**src/sv/two_class_priority_queue_core_defines.svh**
```systemverilog
// ----------------------------------------------------------------------------
// Two-class priority queue: assertion macros
// Shared property forms for the queue core's checks.
// ----------------------------------------------------------------------------
`ifndef TWO_CLASS_PRIORITY_QUEUE_CORE_DEFINES_SVH
`define TWO_CLASS_PRIORITY_QUEUE_CORE_DEFINES_SVH

// Same-cycle implication, sampled on clk, off during reset
`define TCPQ_ASSERT_NOW(lbl, ante, cons, msg) \
  lbl: assert property (@(posedge clk) disable iff (rst) (ante) |-> (cons)) \
    else $error(msg);

// Next-cycle implication, sampled on clk, off during reset
`define TCPQ_ASSERT_NEXT(lbl, ante, cons, msg) \
  lbl: assert property (@(posedge clk) disable iff (rst) (ante) |=> (cons)) \
    else $error(msg);

`endif

```
**src/sv/tcpq_pkg.sv**
```systemverilog
// ----------------------------------------------------------------------------
// Two-class priority queue package
// Payload types, codes and control structs shared by the queue core.
// ----------------------------------------------------------------------------
`timescale 1ns / 1ps
`default_nettype none

package tcpq_pkg;

  localparam int CODE_W            = 16;
  localparam int DEF_QUEUE_DEPTH   = 16;
  localparam int DEF_CODE_BITS     = 16;

  typedef enum logic {
    CMD_ARRIVE = 1'b0,
    CMD_SERVE  = 1'b1
  } cmd_t;

  typedef enum logic [1:0] {
    STAT_STORED  = 2'd0,
    STAT_DROPPED = 2'd1,
    STAT_SERVED  = 2'd2,
    STAT_EMPTY   = 2'd3
  } status_t;

  typedef struct packed {
    cmd_t              command;
    logic [CODE_W-1:0] client_code;
    logic              is_preferred;
  } req_t;

  typedef struct packed {
    status_t           status;
    logic [CODE_W-1:0] served_code;
    logic              served_preferred;
  } rsp_t;

  typedef enum logic {
    S_IDLE = 1'b0,
    S_READ = 1'b1
  } ctrl_state_t;

  // controller -> datapath
  typedef struct packed {
    logic do_arrive;   // arrival transfer this cycle
    logic do_serve_rd; // serve transfer: pick class, launch store read
    logic do_serve_wb; // store data ready: load the result register
    logic rsp_pop;     // result transfer this cycle
  } dp_cmd_t;

  // datapath -> controller
  typedef struct packed {
    logic rsp_valid;
  } dp_sts_t;

endpackage

`default_nettype wire

```
**src/sv/tcpq_ctrl.sv**
```systemverilog
// ----------------------------------------------------------------------------
// Two-class priority queue controller
// Accepts requests and sequences the datapath through arrival and serve.
// ----------------------------------------------------------------------------
`timescale 1ns / 1ps
`default_nettype none

module tcpq_ctrl
  import tcpq_pkg::*;
(
  input  wire logic    clk,
  input  wire logic    rst,
  input  wire logic    req_valid,
  input  wire cmd_t    req_command,
  output logic         req_ready,
  input  wire logic    rsp_ready,
  input  wire dp_sts_t sts,
  output dp_cmd_t      cmd
);

  ctrl_state_t state;
  ctrl_state_t state_next;
  logic        slot_free;
  logic        req_xfer;

  // result register is free, or empties at this edge
  assign slot_free = !sts.rsp_valid || rsp_ready;
  assign req_xfer  = req_valid && req_ready;

  always_ff @(posedge clk) begin
    if (rst) begin
      state <= S_IDLE;
    end else begin
      state <= state_next;
    end
  end

  always_comb begin
    state_next = state;
    unique case (state)
      S_IDLE: begin
        if (req_xfer && req_command == CMD_SERVE) begin
          state_next = S_READ;
        end
      end
      S_READ: begin
        state_next = S_IDLE;
      end
      default: state_next = S_IDLE;
    endcase
  end

  always_comb begin
    req_ready       = 1'b0;
    cmd.do_arrive   = 1'b0;
    cmd.do_serve_rd = 1'b0;
    cmd.do_serve_wb = 1'b0;
    cmd.rsp_pop     = sts.rsp_valid && rsp_ready;
    unique case (state)
      S_IDLE: begin
        req_ready       = slot_free;
        cmd.do_arrive   = req_valid && slot_free && req_command == CMD_ARRIVE;
        cmd.do_serve_rd = req_valid && slot_free && req_command == CMD_SERVE;
      end
      S_READ: begin
        cmd.do_serve_wb = 1'b1;
      end
      default: begin
        req_ready = 1'b0;
      end
    endcase
  end

endmodule

`default_nettype wire

```
**src/sv/tcpq_dp.sv**
```systemverilog
// ----------------------------------------------------------------------------
// Two-class priority queue datapath
// Per-class ring stores, pointers, occupancy and the result register.
// ----------------------------------------------------------------------------
`timescale 1ns / 1ps
`default_nettype none

module tcpq_dp
  import tcpq_pkg::*;
#(
  parameter int QUEUE_DEPTH = DEF_QUEUE_DEPTH,
  parameter int CODE_BITS   = DEF_CODE_BITS
) (
  input  wire logic    clk,
  input  wire logic    rst,
  input  wire req_t    req,
  input  wire dp_cmd_t cmd,
  output dp_sts_t      sts,
  output logic         rsp_valid,
  output rsp_t         rsp
);

  localparam int PTR_W   = $clog2(QUEUE_DEPTH);
  localparam int CNT_W   = $clog2(QUEUE_DEPTH + 1);
  localparam int STORE_W = (CODE_BITS < CODE_W) ? CODE_BITS : CODE_W;

  localparam logic [PTR_W-1:0] PTR_LAST = PTR_W'(QUEUE_DEPTH - 1);
  localparam logic [CNT_W:0]   CAPACITY = (CNT_W + 1)'(QUEUE_DEPTH);

  logic [STORE_W-1:0] pref_mem [QUEUE_DEPTH];
  logic [STORE_W-1:0] reg_mem  [QUEUE_DEPTH];
  logic [STORE_W-1:0] pref_rd;
  logic [STORE_W-1:0] reg_rd;

  logic [PTR_W-1:0] pref_head;
  logic [PTR_W-1:0] pref_tail;
  logic [PTR_W-1:0] reg_head;
  logic [PTR_W-1:0] reg_tail;
  logic [CNT_W-1:0] pref_count;
  logic [CNT_W-1:0] reg_count;

  logic sel_hit;
  logic sel_pref;

  logic full;
  logic wr_pref;
  logic wr_reg;
  logic rd_pref;
  logic rd_reg;

  function automatic logic [PTR_W-1:0] ring_next(input logic [PTR_W-1:0] idx);
    return (idx == PTR_LAST) ? '0 : idx + PTR_W'(1);
  endfunction

  assign full    = ({1'b0, pref_count} + {1'b0, reg_count}) >= CAPACITY;
  assign wr_pref = cmd.do_arrive && !full && req.is_preferred;
  assign wr_reg  = cmd.do_arrive && !full && !req.is_preferred;
  // preferred class always wins a serve
  assign rd_pref = cmd.do_serve_rd && (pref_count != '0);
  assign rd_reg  = cmd.do_serve_rd && (pref_count == '0) && (reg_count != '0);

  assign sts.rsp_valid = rsp_valid;

  // ring stores: one write, one registered read per class
  always_ff @(posedge clk) begin
    if (wr_pref) begin
      pref_mem[pref_tail] <= req.client_code[STORE_W-1:0];
    end
    if (cmd.do_serve_rd) begin
      pref_rd <= pref_mem[pref_head];
    end
  end

  always_ff @(posedge clk) begin
    if (wr_reg) begin
      reg_mem[reg_tail] <= req.client_code[STORE_W-1:0];
    end
    if (cmd.do_serve_rd) begin
      reg_rd <= reg_mem[reg_head];
    end
  end

  always_ff @(posedge clk) begin
    if (rst) begin
      pref_head  <= '0;
      pref_tail  <= '0;
      reg_head   <= '0;
      reg_tail   <= '0;
      pref_count <= '0;
      reg_count  <= '0;
    end else begin
      if (wr_pref) begin
        pref_tail  <= ring_next(pref_tail);
        pref_count <= pref_count + CNT_W'(1);
      end
      if (wr_reg) begin
        reg_tail  <= ring_next(reg_tail);
        reg_count <= reg_count + CNT_W'(1);
      end
      if (rd_pref) begin
        pref_head  <= ring_next(pref_head);
        pref_count <= pref_count - CNT_W'(1);
      end
      if (rd_reg) begin
        reg_head  <= ring_next(reg_head);
        reg_count <= reg_count - CNT_W'(1);
      end
    end
  end

  // remember which class the pending serve took
  always_ff @(posedge clk) begin
    if (cmd.do_serve_rd) begin
      sel_hit  <= rd_pref || rd_reg;
      sel_pref <= rd_pref;
    end
  end

  always_ff @(posedge clk) begin
    if (rst) begin
      rsp_valid <= 1'b0;
    end else if (cmd.do_arrive || cmd.do_serve_wb) begin
      rsp_valid <= 1'b1;
    end else if (cmd.rsp_pop) begin
      rsp_valid <= 1'b0;
    end
  end

  always_ff @(posedge clk) begin
    if (cmd.do_arrive) begin
      rsp.status           <= full ? STAT_DROPPED : STAT_STORED;
      rsp.served_code      <= '0;
      rsp.served_preferred <= 1'b0;
    end else if (cmd.do_serve_wb) begin
      if (sel_hit) begin
        rsp.status           <= STAT_SERVED;
        rsp.served_code      <= CODE_W'(sel_pref ? pref_rd : reg_rd);
        rsp.served_preferred <= sel_pref;
      end else begin
        rsp.status           <= STAT_EMPTY;
        rsp.served_code      <= '0;
        rsp.served_preferred <= 1'b0;
      end
    end
  end

endmodule

`default_nettype wire

```
**src/sv/two_class_priority_queue_core.sv**
```systemverilog
// ----------------------------------------------------------------------------
// Two-class priority queue core
// Preferred clients leave before regular ones; each class is first in,
// first out; both classes share QUEUE_DEPTH entries.
//
//   Channel | Direction | Handshake              | Payload
//   req     | in        | req_valid / req_ready  | req_t (command, code, class)
//   rsp     | out       | rsp_valid / rsp_ready  | rsp_t (status, code, class)
//
// An arrival's store write and result load happen at the same edge.
// In a serve, the per-class store read is registered before the
// result register loads.
// req_ready drops while a serve read is in flight or the result is held.
// rst is synchronous: both rings empty, no result pending; stores not cleared.
// ----------------------------------------------------------------------------
`timescale 1ns / 1ps
`default_nettype none

`include "two_class_priority_queue_core_defines.svh"

module two_class_priority_queue_core
  import tcpq_pkg::*;
#(
  parameter int QUEUE_DEPTH = DEF_QUEUE_DEPTH,
  parameter int CODE_BITS   = DEF_CODE_BITS
) (
  input  wire logic clk,
  input  wire logic rst,
  input  wire logic req_valid,
  output logic      req_ready,
  input  wire req_t req,
  output logic      rsp_valid,
  input  wire logic rsp_ready,
  output rsp_t      rsp
);

  dp_cmd_t cmd;
  dp_sts_t sts;

  tcpq_ctrl u_ctrl (
    .clk         (clk),
    .rst         (rst),
    .req_valid   (req_valid),
    .req_command (req.command),
    .req_ready   (req_ready),
    .rsp_ready   (rsp_ready),
    .sts         (sts),
    .cmd         (cmd)
  );

  tcpq_dp #(
    .QUEUE_DEPTH (QUEUE_DEPTH),
    .CODE_BITS   (CODE_BITS)
  ) u_dp (
    .clk       (clk),
    .rst       (rst),
    .req       (req),
    .cmd       (cmd),
    .sts       (sts),
    .rsp_valid (rsp_valid),
    .rsp       (rsp)
  );

  `TCPQ_ASSERT_NEXT(a_serve_in_flight, req_valid && req_ready && req.command == CMD_SERVE, !req_ready && !rsp_valid, "serve transfer did not hold off the request side")
  `TCPQ_ASSERT_NEXT(a_arrive_result, req_valid && req_ready && req.command == CMD_ARRIVE, rsp_valid && (rsp.status == STAT_STORED || rsp.status == STAT_DROPPED), "arrival gave no stored or dropped result")
  `TCPQ_ASSERT_NOW(a_unserved_zero, rsp_valid && rsp.status != STAT_SERVED, rsp.served_code == '0 && !rsp.served_preferred, "non-served result carries a client")

endmodule

`default_nettype wire
```
**config.mk**
```make
export PLATFORM = sky130hd
export DESIGN_NAME = two_class_priority_queue_core
export DESIGN_NICKNAME = d
export VERILOG_FILES = /design/src/sv/tcpq_pkg.sv /design/src/sv/tcpq_ctrl.sv /design/src/sv/tcpq_dp.sv /design/src/sv/two_class_priority_queue_core.sv
export VERILOG_INCLUDE_DIRS = /design/src /design/src/sv
export SDC_FILE = /design/constraint.sdc
export NUM_CORES = 1
export LEC_CHECK = 0
export ABC_AREA = 1
export ABC_CLOCK_PERIOD_IN_PS = 9700
export BUFFER_PORTS_ARGS = -buffer_cell sky130_fd_sc_hd__buf_2
export CAP_MARGIN = 15
export CORE_ASPECT_RATIO = 0.7
export CORE_MARGIN = 5
export CORE_UTILIZATION = 40
export DETAILED_ROUTE_END_ITERATION = 16
export PLACE_DENSITY_LB_ADDON = 0.25
export SETUP_SLACK_MARGIN = 0.02
export SYNTH_ARGS = -nofsm -noshare
export SYNTH_HDL_FRONTEND = slang
export SYNTH_HIERARCHICAL = 1
export SYNTH_SLANG_ARGS = --single-unit
```
**constraint.sdc**
```tcl
create_clock -name clk -period 9.7 [get_ports clk]
set_clock_uncertainty 0.05 [all_clocks]
set_input_delay 1.455 -clock clk [delete_from_list [all_inputs] [get_ports clk]]
set_output_delay 1.455 -clock clk [all_outputs]
set_load 0.005 [all_outputs]
```
# Word level (Yosys, flattened, before mapping)
# Memory sizes are Yosys's and may differ from the RTL's. A register that Yosys moved wholly into a read port is not among the register bits.
# Cells that the tools add are included.
# op_classes
add_sub_neg	9
n_mul	0
n_div	0
magnitude_cmp	1
n_eq_ne	4
n_shift	0
muxes	24
n_bitwise	2
reduce_logical	25
# ops
cell	count
2-to-1 mux 19 bit	2
2-to-1 mux 5 bit	4
2-to-1 mux 18 bit	1
adder 4 x 1 -> 4 bit, second input constant	4
equality test 4 bit, second input constant	4
2-to-1 mux 16 bit	1
2-to-1 mux 4 bit	4
logical AND 1 bit	12
adder 5 x 1 -> 5 bit, second input constant	2
2-to-1 mux 1 bit	10
nonzero test 5 bit	2
subtractor 5 x 1 -> 5 bit, second input constant	2
nonzero test 2 bit	4
adder 5 x 5 -> 6 bit	1
>= comparator 6 x 5 -> 1 bit, second input constant	1
zero test 5 bit	1
zero test 1 bit	3
logical OR 1 bit	3
2-to-1 mux 2 bit	1
inverter 1 bit	2
one-hot mux 1 bit (2 select lines)	1
# word_totals
reg_bits	49
latch_bits	0
ramBits	512
rom_bits	0
input_bits	22
out_inout_bits	21
wordCells	80
mem_count	2
# mem_list
memory	depth	width	rd	rd_ports_with_merged_regs	wr	line	text
u_dp.pref_mem	16	16	1	1	1	tcpq_dp.sv:30	logic [STORE_W-1:0] pref_mem [QUEUE_DEPTH];
u_dp.reg_mem	16	16	1	1	1	tcpq_dp.sv:31	logic [STORE_W-1:0] reg_mem [QUEUE_DEPTH];

# Logic depth before layout (Yosys ltp)
# depth
depth_word	9
ltp_mapped	17
ltp_nobuf	17

# Cells and area by module
# Netlist, hierarchy kept.
# modules_own_cells
module	n_inst	cells_each	area_per_inst_um2	seq_area_each_um2
tcpq_dp	1	1781	23302.3	17336.6
tcpq_ctrl	1	14	82.6	20.0

# Least setup slack after synthesis
# No wires, ideal clock.
# synth_timing
kind	input port to flip-flop
start	input port rsp_ready
end	register u_dp.reg_count[4]
setup_ns	0.109
arrival_time_ns	3.980
t_required_ns	9.541
setup_slack_ns	5.561
cell_stages	17
n_path_buf	0
path_cell_list	inv_1 nand2_1 nand4_1 inv_1 nand4_1 nor2_2 inv_2 fa_1 nand3b_1 nand2_1 nand2_1 nand2_1 nor2_1 nand3_1 nand3_1 nand2_1 inv_1
# synth_lines
item	line	text
from (decl)	two_class_priority_queue_core.sv:33	input wire logic rsp_ready,
to (signal assigned)	tcpq_dp.sv:98	reg_count <= reg_count + CNT_W'(1);
to (signal assigned)	tcpq_dp.sv:106	reg_count <= reg_count - CNT_W'(1);
to (decl)	tcpq_dp.sv:40	logic [CNT_W-1:0] reg_count;

==> results.yml <==
outcome:
  status: "complete, no violations"
clocking:
  cts_buffers: 56
  cts_resized: 0
  cts_num_sinks: 593
  clk_latency_ns: 0.62
  cts_hold_buffers: 0
  cts_tree: "done"
  path_clk_slew_ns: 0.06
  cts-root-buf: "clkbuf_16"
  htree_levels: 2
  post_cts_buffers: 0
  cts_buffer_depth: 3
place:
  dpl_cell_area_mm2: 0.0244
  gp_congestion: 0.864
  place_inst: 2531
  io_buffers: 42
  dp_hpwl_um: 37100
routing:
  drc: 0
  postRouteWirelength_um: 63000
  ant_nets: 0
  vias: 14900
  drt-pass1-iter-count: 5
  drt-wirelength-per-cell_um: 23.9
  drt-initial-drc-count: 1777
  via_per_inst: 5.63
setup_path:
  r2r_end: "u_dp/reg_mem[13][13]"
  worst-path-max-fanout: 9
  r2r_start: "u_dp/rsp_valid"
  cp_num_buf_inv: 6
  worst_setup_path_start_kind: "primary input"
  cpMaxStageDelayCell: "nor2_1"
  critical_path_depth: 14
  endpoint: "u_dp/reg_mem[13][13]"
  crit_path_cell_trace: "buf_2 > inv_1 > a21oi_2 > nand2_1 > nor2_1 > inv_1 > nor2_1 > nand2_1 > inv_1 > nand3_2 > inv_1 > nand2_1 > nor2_1 > buf_4"
  end_kind: "register"
  worst_ep_arrival_time_ns: 4.03
  required_ns: 9.97
  rrSetupSlack_ns: 6.55
  path_common_cell: "inv_1"
  crit_family: "simple AND/OR/NAND/NOR gates"
  critPathMaxStageDelay_ns: 0.63
  r2r_cells: 12
  crit_start: "rsp_ready"
  critPathKind: "in -> reg"
cells_and_area:
  final_util_pct: 45.3
  drive_gt1_share_pct: 10.9
  fill_cells: 5198
  final_cell_mix: "edfxtp_1, nor2_1, o21ai_0"
  area_growth_pct: 12.7
  final_common_cell: "edfxtp_1"
  instances_no_fill: 2639
  design_area_mm2: 0.0264
  nets: 1873
timing:
  clock.fmax_mhz: 266
  whs_ns: 0.403
  worst_pin_slew_ns: 1.07
  tns_ns: 0
  post-route-period-util_pct: 38.8
  setup_viol: 0
  final_hold_viol_count: 0
  slew_violations: 0
  min_period_ns: 3.76
  maxSlewHeadroom_pct: 29.0
  grt_setup_unrepaired: "false"
logic_synthesis:
  ys_ff_latch: 593
  synth_nets: 1839
  synthCells: 1795
  ys_seq_area_share_pct: 74.2
  synth_warnings: 6
  netlist_area_mm2: 0.0234
  avgSynthCellArea_um2: 13.0
  synth_cell_type_count: 35
global_route:
  grt-ovfl-total: 0
  grt_antenna_before_repair: 1
  grt_max_degree: 96
  grt_pass1_wl_um: 91800
  groute.usage.overall_pct: 19.4
  grt_pass1_vias: 14000
die:
  ios: 43
  die_h_um: 212
  die-area_mm2: 0.0635
  initial_core_util_pct: 40.2
  core_area_mm2: 0.0581
  core.rowCount: 74
  die_x_um: 299
pwr:
  p_leak_uw: 0.00884
  ir_drop_v: 0.000131
  cellPowerDensity_mw_per_mm2: 214
run:
  maxCapViolCount: 0
hold_path:
  hp-class: "reg -> reg"
## how the worst min path moves through the flow
stage          slack (ns)  cells after the start           end          from
2_1_floorplan        0.40                      2  u_dp/rsp[10]  u_dp/rsp[10]
3_3_place_gp         0.39                      2   u_dp/rsp[1]   u_dp/rsp[1]
3_5_place_dp         0.39                      2  u_dp/rsp[12]  u_dp/rsp[12]
4_1_cts              0.41                      2  u_dp/rsp[12]  u_dp/rsp[12]
5_1_grt              0.45                      2  u_dp/rsp[10]  u_dp/rsp[10]
6_report             0.40                      2  u_dp/rsp[12]  u_dp/rsp[12]
## report_power, final
| part | total [uW] | switching, uW | internal, uW | leakage, uW |
|---|---|---|---|---|
| Clock | 2320 | 952 | 1360 | 0.000978 |
| Sequential | 2860 | 27.4 | 2830 | 0.00531 |
| Combinational | 454 | 338 | 116 | 0.00255 |
| Total | 5630 | 1320 | 4310 | 0.00884 |
## sequential cells by signal, indices dropped and copies added, names as in the netlist
register	cells
u_dp/sel_pref	1
u_dp/sel_hit	1
u_dp/reg_head	4
u_dp/pref_head	4
u_dp/reg_tail	4
u_dp/rsp	19
u_dp/rsp_valid	1
u_dp/pref_tail	4
u_dp/pref_count	5
u_dp/pref_mem	256
u_dp/reg_rd	16
u_dp/reg_count	5
u_ctrl/state	1
u_dp/pref_rd	16
u_dp/reg_mem	256
## cells by family after synthesis
logic type,share of synthesized area (%)
flops,74.2
buf+inv,3.03
compound gates,11.1
fa+ha+maj,1.24
xor+xnor,0.262
mux,0.685
simple gates,9.44
## worst reg2reg max path, cell delays in order, from the launching register on
cell and delay [ns]:
dfxtp_1 0.35, a21oi_2 0.17, nand2_1 0.08, nor2_1 0.27, inv_1 0.08, nor2_1 0.09
nand2_1 0.07, inv_1 0.10, nand3_2 0.26, inv_1 0.23, nand2_1 0.17, nor2_1 0.63
buf_4 0.32
## cell usage after synthesis (all sizes together)
cell type,n,area (um2)
inv,46,173
a21oi,20,104
nand2,144,548
edfxtp,548,16500
o22ai,78,488
clkinv,1,3.75
nand3b,2,15.0
xor2,6,52.6
nor3,3,15.0
a32o,1,10.0
xnor2,1,8.76
o221ai,50,438
nor2,327,1240
dfxtp,45,901
o211ai,14,110
clkbuf,64,245
buf,42,287
ha,20,250
o21ai,290,1450
or2,2,12.5
nand4,3,18.8
mux2i,16,160
fa,2,40.0
nand3,70,360
## metal layers
metal	global-route usage [%]	part of all wire, %	wire, um
met1	30.8	48	30000
met2	26.5	40	25400
met3	5.58	10	6590
met4	4.05	1.5	950
met5	0	0	0
## per-stage QoR
stage	setup WS (ns)	total power, uW
floorplan	5.56	3170
global placement	5.45	3360
detailed placement	5.35	3360
CTS	6.00	5670
global route	5.70	5820
finish	5.94	5630
## area by class of cell
class                   count  area (um2)  share of cell area (%)
repair buffers             82         510                    1.94
clock inverters            16         138                   0.522
multi-input cells        1049        5350                    20.3
clock buffers              90        1860                    7.05
flip-flops and latches    593       17400                    65.9
diodes                      2        5.00                  0.0190
inverters                  47         179                   0.679
well taps                 760         951                    3.61
No activity file was read; power rests on OpenSTA's default activity.
